`src/dwsi_pkg.sv`:
```
`timescale 1ns / 1ps
`default_nettype none
// ----------------------------------------------------------------------------
// dwsi_pkg
// Shared types, constants and saturating sign-magnitude helpers of the
// double-well split-step integrator.
// ----------------------------------------------------------------------------
package dwsi_pkg;

	localparam int FRAC_BITS = 16;
	localparam int WORD_BITS = 32;

	localparam logic [63:0] MAXI    = 64'h7FFF_FFFF_FFFF_FFFF;
	localparam logic [64:0] MAXI_P1 = 65'h0_8000_0000_0000_0000;

	localparam logic signed [63:0] W_HI = (64'sd1 <<< (WORD_BITS - 1)) - 64'sd1;
	localparam logic signed [63:0] W_LO = -W_HI - 64'sd1;

	// request codes
	localparam logic [2:0] REQ_LOAD      = 3'd0;
	localparam logic [2:0] REQ_DRIFT_XY  = 3'd1;
	localparam logic [2:0] REQ_DRIFT_X   = 3'd2;
	localparam logic [2:0] REQ_DRIFT_Y   = 3'd3;
	localparam logic [2:0] REQ_KICK_BOTH = 3'd4;
	localparam logic [2:0] REQ_KICK_X    = 3'd5;
	localparam logic [2:0] REQ_KICK_Y    = 3'd6;

	// register indexes
	localparam logic [2:0] REG_TIME_STEP  = 3'd0;
	localparam logic [2:0] REG_MASS_X     = 3'd1;
	localparam logic [2:0] REG_MASS_Y     = 3'd2;
	localparam logic [2:0] REG_WELL_DEPTH = 3'd3;
	localparam logic [2:0] REG_WELL_HALF  = 3'd4;
	localparam logic [2:0] REG_Y_FREQ     = 3'd5;
	localparam logic [2:0] REG_COUPLING   = 3'd6;

	typedef enum logic {
		UNIT_MUL,
		UNIT_DIV
	} unit_mode_t;

	typedef struct packed {
		logic       start;
		unit_mode_t mode;
	} unit_cmd_t;

	typedef struct packed {
		logic signed [63:0] v;
		logic               sat;
	} sval_t;

	function automatic logic [63:0] mag(input logic signed [63:0] v);
		return v[63] ? 64'(-v) : 64'(v);
	endfunction

	function automatic sval_t make_val(input logic neg, input logic [64:0] m);
		sval_t       r;
		logic [63:0] mm;
		if (m > {1'b0, MAXI}) begin
			mm    = MAXI;
			r.sat = 1'b1;
		end else begin
			mm    = m[63:0];
			r.sat = 1'b0;
		end
		r.v = neg ? 64'(-mm) : mm;
		return r;
	endfunction

	function automatic sval_t sadd(input logic signed [63:0] a, input logic signed [63:0] b);
		logic [63:0] ma;
		logic [63:0] mb;
		sval_t       r;
		ma = mag(a);
		mb = mag(b);
		if (a[63] == b[63]) r = make_val(a[63], {1'b0, ma} + {1'b0, mb});
		else if (ma >= mb) r = make_val(a[63], {1'b0, ma - mb});
		else r = make_val(b[63], {1'b0, mb - ma});
		return r;
	endfunction

	// rescale a 128-bit magnitude product, dt/2 folds in one extra bit
	function automatic sval_t fmul_post(input logic [127:0] p, input logic extra,
			input logic neg);
		logic [127:0] s;
		sval_t        r;
		s = extra ? (p >> (FRAC_BITS + 1)) : (p >> FRAC_BITS);
		if (s[127:64] != 64'd0) r = make_val(neg, MAXI_P1);
		else r = make_val(neg, {1'b0, s[63:0]});
		return r;
	endfunction

	function automatic sval_t clampw(input logic signed [63:0] v);
		sval_t r;
		r.sat = 1'b0;
		r.v   = v;
		if (v > W_HI) begin
			r.v   = W_HI;
			r.sat = 1'b1;
		end else if (v < W_LO) begin
			r.v   = W_LO;
			r.sat = 1'b1;
		end
		return r;
	endfunction

endpackage
`default_nettype wire

```
`src/dwsi_serial_unit.sv`:
```
`timescale 1ns / 1ps
`default_nettype none
// ----------------------------------------------------------------------------
// dwsi_serial_unit
// Shared bit-serial 64x64 multiplier and 128/64 restoring divider.
// ----------------------------------------------------------------------------
module dwsi_serial_unit (
	input  wire               clk,
	input  wire               arst_n,
	input  wire dwsi_pkg::unit_cmd_t cmd,
	input  wire  [63:0]       a,
	input  wire  [63:0]       b,
	input  wire  [63:0]       num_hi,
	input  wire  [63:0]       num_lo,
	input  wire  [63:0]       den,
	output logic              done,
	output logic [63:0]       hi,
	output logic [63:0]       lo
);

	logic [63:0]      r_q;
	logic [63:0]      l_q;
	logic [5:0]       cnt_q;
	logic             busy_q;
	logic             done_q;
	dwsi_pkg::unit_mode_t mode_q;

	logic [64:0] msum;
	logic [63:0] rs;
	logic        ge;

	always_comb begin
		msum = {1'b0, r_q} + (l_q[0] ? {1'b0, a} : 65'd0);
		rs   = {r_q[62:0], l_q[63]};
		ge   = r_q[63] || (rs >= den);
	end

	always_ff @(posedge clk or negedge arst_n) begin
		if (!arst_n) begin
			busy_q <= 1'b0;
			done_q <= 1'b0;
			cnt_q  <= '0;
			mode_q <= dwsi_pkg::UNIT_MUL;
		end else begin
			done_q <= 1'b0;
			if (cmd.start) begin
				busy_q <= 1'b1;
				cnt_q  <= '0;
				mode_q <= cmd.mode;
				if (cmd.mode == dwsi_pkg::UNIT_DIV) begin
					r_q <= num_hi;
					l_q <= num_lo;
				end else begin
					r_q <= '0;
					l_q <= b;
				end
			end else if (busy_q) begin
				if (mode_q == dwsi_pkg::UNIT_DIV) begin
					// quotient bits shift in where the dividend shifts out
					r_q <= ge ? (rs - den) : rs;
					l_q <= {l_q[62:0], ge};
				end else begin
					{r_q, l_q} <= {msum, l_q[63:1]};
				end
				cnt_q <= cnt_q + 6'd1;
				if (cnt_q == 6'd63) begin
					busy_q <= 1'b0;
					done_q <= 1'b1;
				end
			end
		end
	end

	assign done = done_q;
	assign hi   = r_q;
	assign lo   = l_q;

endmodule
`default_nettype wire

```
`config.mk`:
```
export PLATFORM = sky130hd
export DESIGN_NAME = dwsi_serial_unit
export DESIGN_NICKNAME = d
export VERILOG_FILES = /design/src/dwsi_pkg.sv /design/src/dwsi_serial_unit.sv
export SDC_FILE = /design/constraint.sdc
export NUM_CORES = 1
export LEC_CHECK = 0
export BUFFER_PORTS_ARGS = -buffer_cell sky130_fd_sc_hd__buf_2
export CAP_MARGIN = 20
export CORE_ASPECT_RATIO = 0.5
export CORE_UTILIZATION = 59
export DETAILED_ROUTE_END_ITERATION = 6
export PLACE_DENSITY_LB_ADDON = 0.25
export SLEW_MARGIN = 20
export SYNTH_ARGS = -nofsm -noshare
export SYNTH_HDL_FRONTEND = slang
export SYNTH_SLANG_ARGS = --single-unit
```
`constraint.sdc`:
```
create_clock -name clk -period 17.8 [get_ports clk]
set_clock_uncertainty 0.2 [all_clocks]
set_input_delay 3.56 -clock clk [delete_from_list [all_inputs] [get_ports clk]]
set_output_delay 3.56 -clock clk [all_outputs]
set_load 0.02 [all_outputs]
```
==> impl_metrics.csv <==
group,metric,value,unit
final_layout,design_area,19400,µm²
worst_setup_path,arrival,7.85,ns
yosys,async_reset_ff_share,6.57,%
floorplanning,dieWidth,239,µm
detailed_routing,avgRoutedWirePerCell,21.2,µm
worst_setup_path,path_cells,"buf_2 -> ha_1 -> fa_1 -> nand2b_1 -> a21oi_1 -> o21ai_1 -> a311oi_1 -> nor3_2 -> o21bai_4 -> buf_4 -> nand2_1 -> o41ai_1 -> or3_1",
floorplanning,coreArea,27000,µm²
global_routing,antenna_found_initial,3,
timing,fin_hold_ws,0.371,ns
yosys,yosysWarnings,0,
global_routing,grt-ovfl-total,0,
yosys,yosysSeqAreaShare,24.6,%
final_layout,mostFrequentLayoutCell,"buf_2",
worst_setup_path,crit_fanout,66,
worst_setup_path,max_stage_delay,0.69,ns
final_layout,final_cell_mix,"buf_2 (450), a21oi_1 (253), nand2_1 (189), nor2_1 (137), ha_1 (129)",
final_layout,nets,2901,
yosys,postSynthCellCount,2090,
timing,min_period,7.72,ns
timing,layout_setup_ws,10.08,ns
detailed_routing,ant_nets,0,
worst_setup_path,crit_type,"in -> reg",
yosys,synth-edff-count,128,
timing,setup_tns,0,ns
power_and_ir_drop,leakagePower,9.00,nW
yosys,synth_seq_cells,137,
placed_design,dpl.cell_count,2801,
clocking,cts_root_buf,"clkbuf_16",
timing,rsz0062_at_grt,"no",
power_and_ir_drop,vdd_drop_max,0.0824,mV
yosys,syn_area,16500,µm²
worst_setup_path,cpLargestDelayFamily,"compound AO/OA/AOI/OAI gates",
clocking,ctsLongestPathBuffers,2,
clocking,worstSkewPairLatency,0.46,ns
clocking,cts_made_buffers,17,
global_routing,grtUsageTotal,40.2,%
global_routing,grt_max_degree,107,
clocking,h-tree-depth,4,
clocking,cts_tree,"done",
detailed_routing,first_iter_violations,1923,
detailed_routing,vias,18100,
final_layout,ff_latch_area,4070,µm²
floorplanning,io_pins,453,
timing,hold_viol,0,
worst_setup_path,endpoint_kind,"flip-flop",
clocking,cts_hold_buf,0,
power_and_ir_drop,power.density,86.5,nW/µm²
floorplanning,placementRows,42,
yosys,synth_top_area_share,23.3,%
final_layout,drive_above_1_share,21.7,%
placed_design,place_ws,9.78,ns
worst_setup_path,critPathLaunchType,"input pin",
final_layout,syn_to_final_growth,17.5,%
detailed_routing,drc,0,
detailed_routing,viasPerCell,6.39,
timing,tightest_slew,1.04,ns
placed_design,gp_congestion,1.01,
yosys,synth_cell_types,79,
flow_run,drv_cap,0,
yosys,synthTopCellsByArea,"edfxtp_1 (23%), ha_1 (9.8%), a21oi_1 (7.7%)",
clocking,cts_sinks,137,
status,status,"finished clean",
final_layout,multi_input_area,11600,µm²
placed_design,port_buffers,452,
timing,fmax,129,MHz
yosys,synth-main-ff-cell,"edfxtp_1",
global_routing,grt_pass1_wl,89700,µm
yosys,avgSynthCellArea,7.91,µm²
timing,drv_slew,0,
power_and_ir_drop,power,1.68,mW
detailed_routing,wirelength,60100,µm
timing,period_share,43.4,%
detailed_routing,dr.pass1.iters,5,
final_layout,final_cells,2838,
final_layout,fillers,2267,
floorplanning,die_area,28700,µm²
floorplanning,start_util,61.3,%
placed_design,dp_hpwl,46800,µm
worst_setup_path,worst-path-buf-inv,2,
timing,setup_viol,0,
worst_setup_path,cp_slowest_cell,"buf_4",
floorplanning,die_h,120,µm
yosys,synth_nets,2545,
clocking,clk_pin_slew,0.07,ns
clocking,cts_resized,0,
global_routing,first_global_vias,16500,
yosys,yosys.area.top_type,"edfxtp_1",
placed_design,place_area,18800,µm²
final_layout,fin_util,72.0,%
worst_setup_path,crit_required,17.93,ns
timing,slew_headroom,30.7,%
clocking,post_cts_buffers,0,
hold_path,hp-class,"reg -> reg",
==> cell type report <==
| class | count | area share [%] |
|---|---|---|
| Timing Repair Buffer | 464 | 12.1 |
| Sequential cell | 137 | 21.0 |
| Tap cell | 374 | 2.41 |
| Antenna cell | 5 | 0.0644 |
| Inverter | 96 | 1.86 |
| Multi-Input combinational cell | 1730 | 59.6 |
| Clock inverter | 15 | 0.792 |
| Clock buffer | 17 | 2.19 |
==> synth_stat cells (all sizes together), types with 29 or more instances <==
master	count
nand3	36
nor2	138
clkbuf	97
edfxtp	128
and2	75
a211oi	73
a21o	68
nor3	29
a21oi	256
xnor2	64
nand4	50
mux2i	94
o21ai	147
inv	96
nor2b	65
buf	30
ha	129
nand2	189
xor2	46
==> flip-flops by register name (all words and copies together), names as in the netlist <==
| signal | flops |
|---|---|
| busy_q | 1 |
| cnt_q | 6 |
| done | 1 |
| hi | 64 |
| lo | 64 |
| mode_q | 1 |
==> kinds of logic (layout without fill, tap and decap cells) <==
group / after synthesis / count (layout) / synth area share [%]
compound gates: 739 / 739 / 28.5
xor+xnor: 110 / 110 / 5.83
fa+ha+maj: 131 / 131 / 10.0
buf+inv: 223 / 592 / 5.43
flops: 137 / 137 / 24.6
mux: 98 / 98 / 5.97
other cells: 0 / 5 / 0
simple gates: 652 / 652 / 19.7
==> tightest hold or removal path, delay by kind of cell, from the launching register on <==
family         cells  cell delay, ns
AO/OA/AOI/OAI      2            0.14
flip-flops         1            0.39
==> path summary, 6_finish.rpt <==
path	start	end	slack [ns]	cells past startpoint
setup / recovery	den[0]	hi[53]$_DFFE_PP_	10.08	13
hold / removal	cnt_q[5]$_DFFE_PN0N_	cnt_q[5]$_DFFE_PN0N_	0.37	2
setup reg to reg	lo[63]$_DFFE_PP_	hi[53]$_DFFE_PP_	12.81	13
hold reg to reg	cnt_q[5]$_DFFE_PN0N_	cnt_q[5]$_DFFE_PN0N_	0.37	2
max in group asynchronous	arst_n	mode_q$_DFFE_PN0P_	14.46	1
min in group asynchronous	arst_n	mode_q$_DFFE_PN0P_	2.74	1
==> metal layers <==
layer / track usage (%) / vias to the layer above / wire [µm]
met5: 0 / - / 0
met4: 16.1 / 0 / 2330
li1: - / 8482 / -
met2: 65.4 / 1019 / 27600
met1: 53.1 / 8479 / 24600
met3: 7.24 / 145 / 5540
==> report_power, final <==
group	internal, mW	leakage [nW]	switching (mW)	total (mW)
sequential	0.404	1.38	0.0539	0.458
combinational	0.328	7.33	0.524	0.852
clock	0.198	0.289	0.173	0.371
Power figures use the tool's default switching activity.
